<file path="config.mk">
export PLATFORM = sky130hd
export DESIGN_NAME = priority_first_batch_scheduler
export DESIGN_NICKNAME = d
export VERILOG_FILES = /design/src/hw/rtl/pfbs_pkg.sv /design/src/hw/rtl/priority_first_batch_scheduler.sv /design/src/hw/rtl/pfbs_cell.sv
export SDC_FILE = /design/constraint.sdc
export NUM_CORES = 1
export LEC_CHECK = 0
export BUFFER_PORTS_ARGS = -buffer_cell sky130_fd_sc_hd__buf_2
export CORE_MARGIN = 3
export CORE_UTILIZATION = 66
export CTS_CLUSTER_DIAMETER = 80
export DETAILED_ROUTE_END_ITERATION = 8
export GPL_ROUTABILITY_DRIVEN = 0
export PLACE_DENSITY = 0.83
export SYNTH_ARGS = -nofsm -noshare
export SYNTH_HDL_FRONTEND = slang
export SYNTH_SLANG_ARGS = --single-unit
</file>
<file path="constraint.sdc">
create_clock -name clk_i -period 6.6 [get_ports clk_i]
set_input_delay 1.32 -clock clk_i [delete_from_list [all_inputs] [get_ports clk_i]]
set_output_delay 1.32 -clock clk_i [all_outputs]
set_load 0.02 [all_outputs]
</file>
<file path="src/hw/rtl/pfbs_pkg.sv">
// Package for the priority-first batch scheduler: sizes, item and entry types.
// No dependencies; imported by every module of the block.
`timescale 1ns / 1ps
`default_nettype none

package pfbs_pkg;

  localparam int MAX_PROCS = 16;
  localparam int CNT_W     = $clog2(MAX_PROCS + 1);
  localparam int PID_W     = 4;
  localparam int PRIO_W    = 8;
  localparam int RT_W      = 16;

  typedef enum logic {
    ST_LOAD,
    ST_DRAIN
  } state_e;

  typedef struct packed {
    logic signed [PRIO_W-1:0] priority_req;
    logic        [RT_W-1:0]   run_time;
    logic                     last;
  } in_item_t;

  typedef struct packed {
    logic        [PID_W-1:0]  pid;
    logic signed [PRIO_W-1:0] priority_out;
    logic        [RT_W-1:0]   run_time_out;
    logic                     last_out;
  } out_item_t;

  typedef struct packed {
    logic        [PID_W-1:0]  pid;
    logic signed [PRIO_W-1:0] prio;
    logic        [RT_W-1:0]   rtime;
  } entry_t;

  // Per-cell control from the sequencer.
  typedef struct packed {
    logic load;   // insert the new entry into the chain this cycle
    logic drain;  // shift the chain one place toward cell 0
    logic held;   // this cell holds a stored entry
  } cell_ctl_t;

endpackage

`default_nettype wire

</file>
<file path="src/hw/rtl/priority_first_batch_scheduler.sv">
// Top level of the priority-first batch scheduler: sequencer and cell chain.
// Depends on pfbs_pkg and pfbs_cell.
//
//   channel   handshake                   payload
//   input     start (taken when !busy)     in_i   : in_item_t
//   result    result_valid_o strobe        out_o  : out_item_t
//
// The chain of cells keeps the batch sorted as items arrive, so each
// descriptor settles into place in the cycle it is accepted. The closing
// item is stored the same way, then the batch drains from cell 0 at one
// result per cycle, with busy high throughout. Reset is asynchronous and
// active low and empties the batch. The receiver cannot stall; every
// result shows for one cycle.
`timescale 1ns / 1ps
`default_nettype none

module priority_first_batch_scheduler
  import pfbs_pkg::*;
(
  input  wire logic      clk_i,
  input  wire logic      rst_ni,
  input  wire logic      start,
  input  wire in_item_t  in_i,
  output logic           busy,
  output logic           result_valid_o,
  output out_item_t      out_o
);

  state_e state_q, state_d;
  logic [CNT_W-1:0] count_q, count_d;

  logic   accept;
  logic   do_load;
  logic   do_drain;
  entry_t new_entry;

  entry_t                 cells [MAX_PROCS];
  logic   [MAX_PROCS-1:0] ins;

  // An item is taken only while loading; it is stored when room remains.
  // A full batch drops the descriptor, but a closing flag still counts.
  assign accept   = start && (state_q == ST_LOAD);
  assign do_load  = accept && (count_q < CNT_W'(MAX_PROCS));
  assign do_drain = (state_q == ST_DRAIN);

  // The arrival number is the fill count at the time of arrival.
  assign new_entry.pid   = PID_W'(count_q);
  assign new_entry.prio  = in_i.priority_req;
  assign new_entry.rtime = in_i.run_time;

  always_comb begin
    state_d = state_q;
    count_d = count_q;
    unique case (state_q)
      ST_LOAD: begin
        if (do_load) begin
          count_d = count_q + CNT_W'(1);
        end
        if (accept && in_i.last) begin
          state_d = ST_DRAIN;
        end
      end
      ST_DRAIN: begin
        count_d = count_q - CNT_W'(1);
        if (count_q == CNT_W'(1)) begin
          state_d = ST_LOAD;
        end
      end
      default: begin
        state_d = ST_LOAD;
      end
    endcase
  end

  always_ff @(posedge clk_i or negedge rst_ni) begin
    if (!rst_ni) begin
      state_q <= ST_LOAD;
      count_q <= '0;
    end else begin
      state_q <= state_d;
      count_q <= count_d;
    end
  end

  // The chain is sorted by descending priority from cell 0. Each cell
  // decides locally whether the new entry belongs at or left of it; the
  // first such cell takes the new entry and the ones behind it take their
  // left neighbor. While draining, every cell takes its right neighbor.
  for (genvar g = 0; g < MAX_PROCS; g++) begin : g_cell
    entry_t    left_e;
    entry_t    right_e;
    logic      left_ins;
    cell_ctl_t ctl;

    if (g == 0) begin : g_head
      assign left_e   = '0;
      assign left_ins = 1'b0;
    end else begin : g_mid
      assign left_e   = cells[g-1];
      assign left_ins = ins[g-1];
    end

    if (g == MAX_PROCS - 1) begin : g_tail
      assign right_e = '0;
    end else begin : g_body
      assign right_e = cells[g+1];
    end

    assign ctl.load  = do_load;
    assign ctl.drain = do_drain;
    assign ctl.held  = (CNT_W'(g) < count_q);

    pfbs_cell u_cell (
      .clk_i      (clk_i),
      .ctl_i      (ctl),
      .new_i      (new_entry),
      .left_i     (left_e),
      .left_ins_i (left_ins),
      .right_i    (right_e),
      .ins_o      (ins[g]),
      .entry_o    (cells[g])
    );
  end

  // Cell 0 always holds the next process in dispatch order.
  assign busy                = do_drain;
  assign result_valid_o      = do_drain;
  assign out_o.pid           = cells[0].pid;
  assign out_o.priority_out  = cells[0].prio;
  assign out_o.run_time_out  = cells[0].rtime;
  assign out_o.last_out      = do_drain && (count_q == CNT_W'(1));

endmodule

`default_nettype wire

</file>
<file path="src/hw/rtl/pfbs_cell.sv">
// One cell of the sorted insertion chain: holds one process entry.
// Depends on pfbs_pkg.
`timescale 1ns / 1ps
`default_nettype none

module pfbs_cell
  import pfbs_pkg::*;
(
  input  wire logic      clk_i,
  input  wire cell_ctl_t ctl_i,
  input  wire entry_t    new_i,
  input  wire entry_t    left_i,
  input  wire logic      left_ins_i,
  input  wire entry_t    right_i,
  output logic           ins_o,
  output entry_t         entry_o
);

  entry_t entry_q, entry_d;

  // The insertion point lies here or further left when this cell is empty
  // or the new priority is strictly higher; ties keep arrival order.
  assign ins_o = !ctl_i.held || (new_i.prio > entry_q.prio);

  always_comb begin
    entry_d = entry_q;
    if (ctl_i.load && ins_o) begin
      entry_d = left_ins_i ? left_i : new_i;
    end else if (ctl_i.drain) begin
      entry_d = right_i;
    end
  end

  always_ff @(posedge clk_i) begin
    entry_q <= entry_d;
  end

  assign entry_o = entry_q;

endmodule

`default_nettype wire

</file>
-- Word level (Yosys, flattened, before mapping)
Cells that the tools add are included.
W data, S select, Z words.
- register bits: 454
- input bits: 28
- output and inout port bits: 31
- logic and storage cells: 208
- add/subtract/negate cells: 2
- magnitude comparators: 33
- equal/unequal tests: 2
- mux-type cells: 52
- bitwise operators: 1
- reduce and logical (&&, ||, !) cells: 68
- operators with widths (operator ; count):
    $mux W28 ; 47
    $gt A8 B8 Y1 ; 16
    $lt A4 B5 Y1 const A ; 8
    $reduce_bool A2 Y1 ; 16
    $logic_and A1 B1 Y1 ; 20
    $lt A3 B5 Y1 const A ; 4
    $logic_not A1 Y1 ; 16
    $logic_or A1 B1 Y1 ; 16
    $lt A1 B5 Y1 const A ; 2
    $lt A2 B5 Y1 const A ; 2
    $pmux W5 S2 ; 1
    $add A5 B1 Y5 const B ; 1
    $eq A5 B1 Y1 const B ; 1
    $lt A5 B5 Y1 const B ; 1
    $mux W5 ; 1
    $sub A5 B1 Y5 const B ; 1
    $mux W1 ; 2
    $ne A2 B2 Y1 const B ; 1
    $pmux W1 S2 ; 1
    $not A1 Y1 ; 1

-- Logic depth before layout (Yosys ltp)
Gate-level depths: netlist (run 1).
- word-level depth: 5
- gate-level depth with buffers: 11
- depth with buffers taken out: 8

-- Cells and area by module
A second synthesis (run 1) with hierarchy kept.
- cell total of the unflattened synthesis: 2050
- area, all modules: 29330.6 sq um
- by module, submodules not included (module ; times used ; cells each ; area an instance (sq um) ; seq. area each (sq um)):
    pfbs_cell (g_cell[0].u_cell ...) ; 11 ; 124 ; 1811.7 ; 840.8
    pfbs_cell (g_cell[13].u_cell ...) ; 5 ; 125 ; 1773.0 ; 840.8
    priority_first_batch_scheduler ; 1 ; 61 ; 536.8 ; 150.1

-- Worst setup path before layout (run 1)
OpenSTA, ideal clock, no wires.
- path kind: input-to-reg
- from: input port in_i[17] (netlist bit)
- to: register g_cell[1].u_cell.entry_q (netlist bit g_cell[1].u_cell.entry_o[0]) (enable)
- setup time: 0.386 ns
- data arrival time: 3.954 ns
- required time: 6.214 ns
- setup slack: 2.260 ns
- stages: 11
- buffers on the path: 3
- cell sequence: inv_1 ha_1 and4_1 nor2b_1 a211o_1 and3_1 buf_4 a21oi_2 buf_4 buf_6 or2_1
- word-level cells in the longest chain between the ends: 4
- ends and longest elaborated chain (what ; RTL line ; source):
    start, declared ; priority_first_batch_scheduler.sv:23 ; input wire in_item_t in_i,
    $gt A8 B8 Y1 ; pfbs_cell.sv:23 ; assign ins_o = !ctl_i.held || (new_i.prio > entry_q.prio);
    $logic_or A1 B1 Y1 ; pfbs_cell.sv:23 ;
    $logic_and A1 B1 Y1 ; pfbs_cell.sv:27 ; if (ctl_i.load && ins_o) begin
    $reduce_bool A2 Y1 (no source line) ; -- ;
    end signal, assigned ; pfbs_cell.sv:35 ; entry_q <= entry_d;
    end, declared ; pfbs_cell.sv:19 ; entry_t entry_q, entry_d;
No other way between the ends.
A chain may end at the register's enable or synchronous reset.

-- Final worst setup path (run 1)
- from: input port in_i[17] (netlist bit)
- to: register g_cell[1].u_cell.entry_q (netlist bit g_cell[1].u_cell.entry_o[16]) (enable)
Same word-level chain as after synthesis.

==> impl_results.md, run 1 <==
- Basic-gate share of the synthesized area counting and, or, nand and nor cells: 8.66%
- Leading area contributor after synthesis: sky130_fd_sc_hd__edfxtp_1
- CTS Buf Count: 48
- Routed WL per cell: 24.3 um
- Cell area power density: 573 mW/mm^2
- Status: finished clean
- Clock share of power: 16.8%
- Vias: 20,700
- Portion of the post-synthesis area used by sequential elements: 50.3%
- Die Area: 0.0434 mm^2
- Level count of the clock H-tree: 2
- Post-Place Cells: 2,893
- Worst reg-to-reg setup slack: 2160 ps
- Setup skew after layout: 20.6 ps
- Total count of hold-check failures in the final report: 0
- Type of element capturing the critical path: flip-flop
- Post-CTS clock slew at the launch and capture registers of the worst setup and hold paths: 60 ps
- Critical Path Source Type: input port
- Count of unique library cells instantiated by Yosys: 79
- Non-filler cells, final: 2,982
- HPWL after detailed placement: 48,400 um
- Post-layout net count: 2,569
- # DRC: 0
- Clock latency at the later pin of the worst-skew pair: 600 ps
- Worst Path Class, Setup: in2reg
- Ports placed on the boundary: 59
- Complex-gate fraction of the synthesized area: 13.4%
- Final count of negative-setup-slack endpoints: 0
- Class of the tightest hold or removal check: reg2reg
- Clk sinks: 454
- Wirelength, routed: 72,400 um
- Max Slew Vio Count: 0
- Setup repair after global routing missed its margin: no
- Number of hold buffers added after CTS: 0
- Share of the synthesized area in the top cell type: 49.8%
- Post-Synthesis Cells: 2,443
- Fraction of layout instances using a drive strength above 1: 16.7%
- EDFF count, synth: 448
- Core Footprint: 0.0401 mm^2
- VDD IR max: 0.291 mV
- Final cell utilization of the core: 72.9%
- Post-route minimum period: 4550 ps
- Die Y-Extent: 208 um
- Crit path required time: 6790 ps
- Number of warnings printed during yosys synthesis: 0
- Power after layout: 16,800 uW
- Part of the power in combinational logic: 44.7%
- Via density: 6.95
- Row Count: 73
- Adder-cell share of the synthesized area: 5.69%
- Proportion of register bits with asynchronous set or reset after synthesis: 1.32%
- Root buffer cell: sky130_fd_sc_hd__clkbuf_16
- CTS Buffer Depth: 3
- Dominant combinational cell family by area after synthesis: multiplexers
- Max-cap violations: 0
- LEAKAGE: 0.0117 uW
- Synthesized flop and latch total: 454
- Number of antenna violations at the first check in global routing: 1
- Tot GR Track Use: 32.7%
- Synth Area in XOR/XNOR: 0.130%
- Rel. slew slack: 9.29%
- Internal power: 9970 uW
- Transition time at the pin with the least slew margin: 1360 ps
- DRT Pass-1 Iters: 6
- Commonest register cell after synthesis: sky130_fd_sc_hd__edfxtp_1
- Post-synth net total: 2,594
- Switching share of total power: 40.5%
- WP data arrival: 4750 ps
- TNS Setup: 0 ps
- Wire length of the first global-routing pass: 115,000 um
- Highest attainable clock frequency: 0.220 GHz
- CTS tree: built
- Iteration-0 DRC count of the detailed router: 2,514
- Residual antenna-violating net count after detailed routing: 0
- Most repeated cell in the gate-level netlist after synthesis: sky130_fd_sc_hd__edfxtp_1
- Portion of netlist area occupied by mux cells: 16.5%
- Floorplan die width: 208 um
- Synthesized area: 0.0270 mm^2
- Crit-path max FO: 29
- Vias in the first global route: 21,200
- Ranking of synthesized cells by area: sky130_fd_sc_hd__edfxtp_1, sky130_fd_sc_hd__mux2i_1, sky130_fd_sc_hd__mux2_2, sky130_fd_sc_hd__o21ai_0, sky130_fd_sc_hd__ha_1
- Post-CTS resize count: 0
- Overflow left after global routing: 0
- Syn avg cell area: 11.1 um^2
- Postcts setup bufs: 0
- Net switching component of the power: 6790 uW
- Commonest cells post-synth: sky130_fd_sc_hd__edfxtp_1, sky130_fd_sc_hd__o21ai_0, sky130_fd_sc_hd__mux2i_1, sky130_fd_sc_hd__nand2_1, sky130_fd_sc_hd__mux2_2
- Post-synthesis to final-layout area growth: 8.18%
- Starting Density: 67.4%
- IO buf count: 58
- Maximum number of pins on one net before global-route repair: 58
- Final worst path period share: 69.0%
- Sequential share of power: 38.4%
-- area by class of cell --
| type | count | area, um^2 |
|---|---|---|
| repair buffers | 114 | 711 |
| well taps | 525 | 657 |
| fillers | 2720 | 10900 |
| clock inverters | 23 | 303 |
| inverters | 130 | 488 |
| clock buffers | 65 | 1320 |
| diodes | 1 | 2.50 |
| multi-input cells | 1670 | 12200 |
| flip-flops and latches | 454 | 13600 |
-- flip-flops by register name (all words and copies together) (netlist names) --
name                   count
g_cell.u_cell.entry_o    448
count_q                    5
busy                       1
-- per-layer routing --
metal,wire length [um],vias to the layer above,global-route usage (%)
met5,0,-,0
met4,3900,0,16.1
met3,7030,304,5.68
met2,34300,1257,53.3
met1,27200,10100,42.5
li1,-,9071,-
-- stage by stage --
| stage | setup slack [ps] | area (um^2) | hold slack, ps |
|---|---|---|---|
| 6_report | 2050 | 29200 | 546 |
| 3_3_place_gp | 1610 | 27600 | 527 |
| 3_5_place_dp | 1470 | 27600 | 535 |
| 2_1_floorplan | 2260 | 27000 | 515 |
| 5_1_grt | 1860 | 29200 | 557 |
| 4_1_cts | 2070 | 29200 | 548 |
-- cells in the final DEF (no fill, tap or decap), types with 4 or more instances in the layout --
cell and instances:
sky130_fd_sc_hd__edfxtp_1 448, sky130_fd_sc_hd__o21ai_0 320, sky130_fd_sc_hd__mux2i_1 220, sky130_fd_sc_hd__nand2_1 210, sky130_fd_sc_hd__mux2_2 171, sky130_fd_sc_hd__inv_1 129
sky130_fd_sc_hd__ha_1 123, sky130_fd_sc_hd__nand3_1 109, sky130_fd_sc_hd__a21oi_1 96, sky130_fd_sc_hd__a31oi_1 89, sky130_fd_sc_hd__nor2_1 78, sky130_fd_sc_hd__buf_2 58
sky130_fd_sc_hd__buf_4 56, sky130_fd_sc_hd__clkbuf_16 48, sky130_fd_sc_hd__nand4_1 27, sky130_fd_sc_hd__nor2b_1 19, sky130_fd_sc_hd__mux2_1 17, sky130_fd_sc_hd__o211ai_1 15
sky130_fd_sc_hd__nand2b_1 15, sky130_fd_sc_hd__a21o_1 12, sky130_fd_sc_hd__clkbuf_1 12, sky130_fd_sc_hd__or2_2 11, sky130_fd_sc_hd__mux2_4 9, sky130_fd_sc_hd__a22oi_1 9
sky130_fd_sc_hd__o21a_1 7, sky130_fd_sc_hd__and3_1 7, sky130_fd_sc_hd__clkinv_1 7, sky130_fd_sc_hd__o22ai_1 6, sky130_fd_sc_hd__a211oi_1 6, sky130_fd_sc_hd__a2bb2oi_1 6
sky130_fd_sc_hd__dfrtp_1 6, sky130_fd_sc_hd__clkinv_2 6, sky130_fd_sc_hd__bufinv_16 6, sky130_fd_sc_hd__a211o_1 5, sky130_fd_sc_hd__clkbuf_8 5, sky130_fd_sc_hd__o21ai_4 4
sky130_fd_sc_hd__and2_1 4, sky130_fd_sc_hd__or2_1 4
-- cells by family (layout without fill, tap and decap cells) --
| logic type | Yosys count | in the layout |
|---|---|---|
| flops | 454 | 454 |
| buf+inv | 319 | 332 |
| mux | 417 | 417 |
| other cells | 0 | 1 |
| compound gates | 622 | 622 |
| simple gates | 504 | 504 |
| fa+ha+maj | 123 | 123 |
| xor+xnor | 4 | 4 |
-- worst max-delay path: stages --
cell and delay [ps]:
sky130_fd_sc_hd__buf_2 180, sky130_fd_sc_hd__inv_1 90, sky130_fd_sc_hd__ha_1 300, sky130_fd_sc_hd__and4_1 210, sky130_fd_sc_hd__nor2b_1 130, sky130_fd_sc_hd__a211o_1 250, sky130_fd_sc_hd__and3_1 230, sky130_fd_sc_hd__a21oi_4 890
sky130_fd_sc_hd__or2_1 1130
-- power by group through the flow --
stage          sequential, uW  combinational (uW)  clock, uW
2_1_floorplan            6090                5470          0
3_3_place_gp             6410                6880          0
3_5_place_dp             6440                7270          0
4_1_cts                  6410                7360       2840
5_1_grt                  6590                8140       2940
6_report                 6440                7500       2820
-- worst paths after layout --
check | startpoint | cells after the start | end
worst min-delay path | g_cell[4].u_cell.entry_o[6]$_DFFE_PP_ | 2 | g_cell[3].u_cell.entry_o[6]$_DFFE_PP_
worst max-delay path | in_i[17] | 9 | g_cell[1].u_cell.entry_o[16]$_DFFE_PP_
worst max register to register | count_q[2]$_DFFE_PN0P_ | 5 | g_cell[1].u_cell.entry_o[16]$_DFFE_PP_
max in group asynchronous | rst_ni | 1 | count_q[1]$_DFFE_PN0P_
worst min register to register | g_cell[4].u_cell.entry_o[6]$_DFFE_PP_ | 2 | g_cell[3].u_cell.entry_o[6]$_DFFE_PP_
min in group asynchronous | rst_ni | 1 | count_q[0]$_DFFE_PN0P_
Note: power is estimated with default switching activity, not from simulation.
==> run 2: changes to the inputs <==
--- a/config.mk
+++ b/config.mk
@@ -7,11 +7,11 @@
 export LEC_CHECK = 0
 export BUFFER_PORTS_ARGS = -buffer_cell sky130_fd_sc_hd__buf_2
 export CORE_MARGIN = 3
-export CORE_UTILIZATION = 66
+export CORE_UTILIZATION = 64
 export CTS_CLUSTER_DIAMETER = 80
 export DETAILED_ROUTE_END_ITERATION = 8
 export GPL_ROUTABILITY_DRIVEN = 0
-export PLACE_DENSITY = 0.83
+export PLACE_DENSITY = 0.81
 export SYNTH_ARGS = -nofsm -noshare
 export SYNTH_HDL_FRONTEND = slang
 export SYNTH_SLANG_ARGS = --single-unit
==> constraint.sdc (replaced) <==
create_clock -name clk_i -period 4.2 [get_ports clk_i]
set_input_delay 0.84 -clock clk_i [delete_from_list [all_inputs] [get_ports clk_i]]
set_output_delay 0.84 -clock clk_i [all_outputs]
set_load 0.02 [all_outputs]
==> impl_results.md, run 2 (synthesized netlist as in run 1, its figures left out) <==
- Buffers & Inverters on Critical Path: 1 (-1)
- LEAKAGE: 0.0118 uW (+1.2%)
- Rel. slew slack: 28.1% (+19 points)
- Overflow left after global routing: 0 (unchanged)
- Kind of cell adding the most delay to the critical path: simple AND/OR/NAND/NOR gates
- Die Y-Extent: 211 um (+1.5%)
- Die Area: 0.0447 mm^2 (+3.0%)
- Worst hold slack across all endpoints: 69.4 ps (-477 ps)
- Class of the tightest hold or removal check: in2async
- Core Footprint: 0.0413 mm^2 (+3.0%)
- Transition time at the pin with the least slew margin: 1080 ps (-283 ps)
- Highest attainable clock frequency: 0.307 GHz
- Maximum number of pins on one net before global-route repair: 57 (-1.7%)
- Floorplan die width: 211 um (+1.5%)
- Clk sinks: 454 (unchanged)
- Clock latency at the later pin of the worst-skew pair: 610 ps (about the same)
- CTS tree: built
- TNS Setup: 0 ps (unchanged)
- Starting Density: 65.4% (-2.0 points)
- Post-route minimum period: 3260 ps
- Delay of the slowest cell on the worst path: 600 ps (-530 ps)
- Final cell utilization of the core: 71.3% (-1.6 points)
- Row Count: 74 (+1.4%)
- Max Slew Vio Count: 0 (unchanged)
- VDD IR max: 0.511 mV (+75%)
- Crit path required time: 4540 ps (-2250 ps)
- Number of hold buffers added after CTS: 0 (unchanged)
- Metal1 wirelength: 27,700 um (+2.1%)
- Status: finished clean
- Wirelength, routed: 67,300 um (-7.1%)
- Commonest cells after routing, fill and taps aside: sky130_fd_sc_hd__edfxtp_1, sky130_fd_sc_hd__o21ai_0, sky130_fd_sc_hd__mux2i_1, sky130_fd_sc_hd__nand2_1, sky130_fd_sc_hd__mux2_2
- IO buf count: 58 (unchanged)
- Uppermost layer routed: met4
- # DRC: 0 (unchanged)
- Routed WL per cell: 22.2 um (-8.5%)
- Worst Path Class, Setup: reg2reg
- Wire length of the first global-routing pass: 108,000 um (-6.0%)
- Level count of the clock H-tree: 2 (unchanged)
- Crit-path max FO: 16 (-45%)
- Via density: 6.64 (-4.5%)
- Number of antenna violations at the first check in global routing: 2 (+1)
- Postcts setup bufs: 0 (unchanged)
- Tot GR Track Use: 29.9% (-2.7 points)
- Post-CTS resize count: 0 (unchanged)
- Flip-flop count of the largest register, all copies and words added: 448 (unchanged)
- HPWL after detailed placement: 47,600 um (-1.7%)
- Cell breakdown of the critical path: or2_1 -> nor2_1 -> nand2_1 -> and3_1 -> a21oi_4 -> buf_4 -> mux2_2
- WP data arrival: 3600 ps (-1150 ps)
- Fraction of layout instances using a drive strength above 1: 17.7% (+0.92 points)
- Total count of hold-check failures in the final report: 0 (unchanged)
- Residual antenna-violating net count after detailed routing: 0 (unchanged)
- CTS Buffer Depth: 3 (unchanged)
- Critical Path Source Type: flip-flop
- Vias in the first global route: 20,500 (-3.5%)
- Met3 wire length: 5090 um (-28%)
- Crit path max-delay cell type: sky130_fd_sc_hd__dfrtp_1
- Post-synthesis to final-layout area growth: 8.93%
- Detail Route met2 WL: 32,100 um (-6.4%)
- Max-cap violations: 0 (unchanged)
- Logic depth of the worst setup path including buffers: 7 (-2)
- Cell area power density: 877 mW/mm^2 (+53%)
- Setup skew after layout: 20.9 ps (+0.376 ps)
- Worst reg2reg path depth: 7 (+2)
- Final worst path period share: 77.6%
- Post-CTS clock slew at the launch and capture registers of the worst setup and hold paths: 60 ps (about the same)
- Final count of negative-setup-slack endpoints: 0 (unchanged)
- Most frequent standard cell in the layout excluding fill and tap cells: sky130_fd_sc_hd__edfxtp_1
- Setup repair after global routing missed its margin: no
- Iteration-0 DRC count of the detailed router: 2,152 (-14%)
- DRT Pass-1 Iters: 7 (+1)
- Type of element capturing the critical path: flip-flop
- Root buffer cell: sky130_fd_sc_hd__clkbuf_16
- Post-layout net count: 2,603 (+1.3%)
- CTS Buf Count: 49 (+2.1%)
- Vias: 20,100 (-3.1%)
- Ports placed on the boundary: 59 (unchanged)
[run 2: changes by cell type in the layout (fill, tap and decap cells not counted), sizes merged]
cell      previous run  this run
buf                114       147
bufinv               6         1
clkinv              15        19
clkbuf              65        68
inv                131       133
clkinvlp             1         0
diode                1         2
[run 2: final cells by class]
type | instances | area [um^2]
diodes | 2 | 5.00
well taps | 532 | 666
clock buffers | 68 | 1310
clock inverters | 23 | 166
flip-flops and latches | 454 | 13600
multi-input cells | 1670 | 12200
fillers | 2869 | 11900
inverters | 130 | 488
repair buffers | 147 | 1050
[run 2: path summary, 6_finish.rpt]
check / from / end / slack, ps
worst max register to register: count_q[4]$_DFFE_PN0P_ / g_cell[1].u_cell.entry_o[4]$_DFFE_PP_ / 940
worst min-delay path: rst_ni / count_q[1]$_DFFE_PN0P_ / 70
max in group asynchronous: rst_ni / count_q[0]$_DFFE_PN0P_ / 3970
min in group clk_i: g_cell[15].u_cell.entry_o[16]$_SDFFCE_PN0P_ / g_cell[14].u_cell.entry_o[16]$_DFFE_PP_ / 540
worst min register to register: g_cell[15].u_cell.entry_o[16]$_SDFFCE_PN0P_ / g_cell[14].u_cell.entry_o[16]$_DFFE_PP_ / 540
worst max-delay path: count_q[4]$_DFFE_PN0P_ / g_cell[1].u_cell.entry_o[4]$_DFFE_PP_ / 940
[run 2: per-stage QoR]
step | instance area [um^2] | cells | power, uW | setup WS (ps)
2_1_floorplan | 27000 | 2443 | 18200 | 340
6_report | 29400 | 3026 | 25800 | 940
3_5_place_dp | 28000 | 2933 | 21500 | 388
5_1_grt | 29400 | 3025 | 27400 | 862
4_1_cts | 29400 | 3024 | 25700 | 959
3_3_place_gp | 28000 | 2933 | 20900 | 516
[run 2: worst register-to-register path: stages (launching register included)]
cell	delay, ps
sky130_fd_sc_hd__dfrtp_1	600
sky130_fd_sc_hd__or2_1	400
sky130_fd_sc_hd__nor2_1	260
sky130_fd_sc_hd__nand2_1	230
sky130_fd_sc_hd__and3_1	290
sky130_fd_sc_hd__a21oi_4	490
sky130_fd_sc_hd__buf_4	350
sky130_fd_sc_hd__mux2_2	380
[run 2: power by group]
part	internal, uW	switching, uW
clock	2250	1830
combinational	4740	6930
sequential	8510	1550
total	15500	10300
[run 2: layer usage]
metal,vias to the layer above,GRT usage [%]
met5,-,0
met4,0,11.7
met1,9784,41.4
met2,979,48.9
li1,9151,-
met3,167,3.68
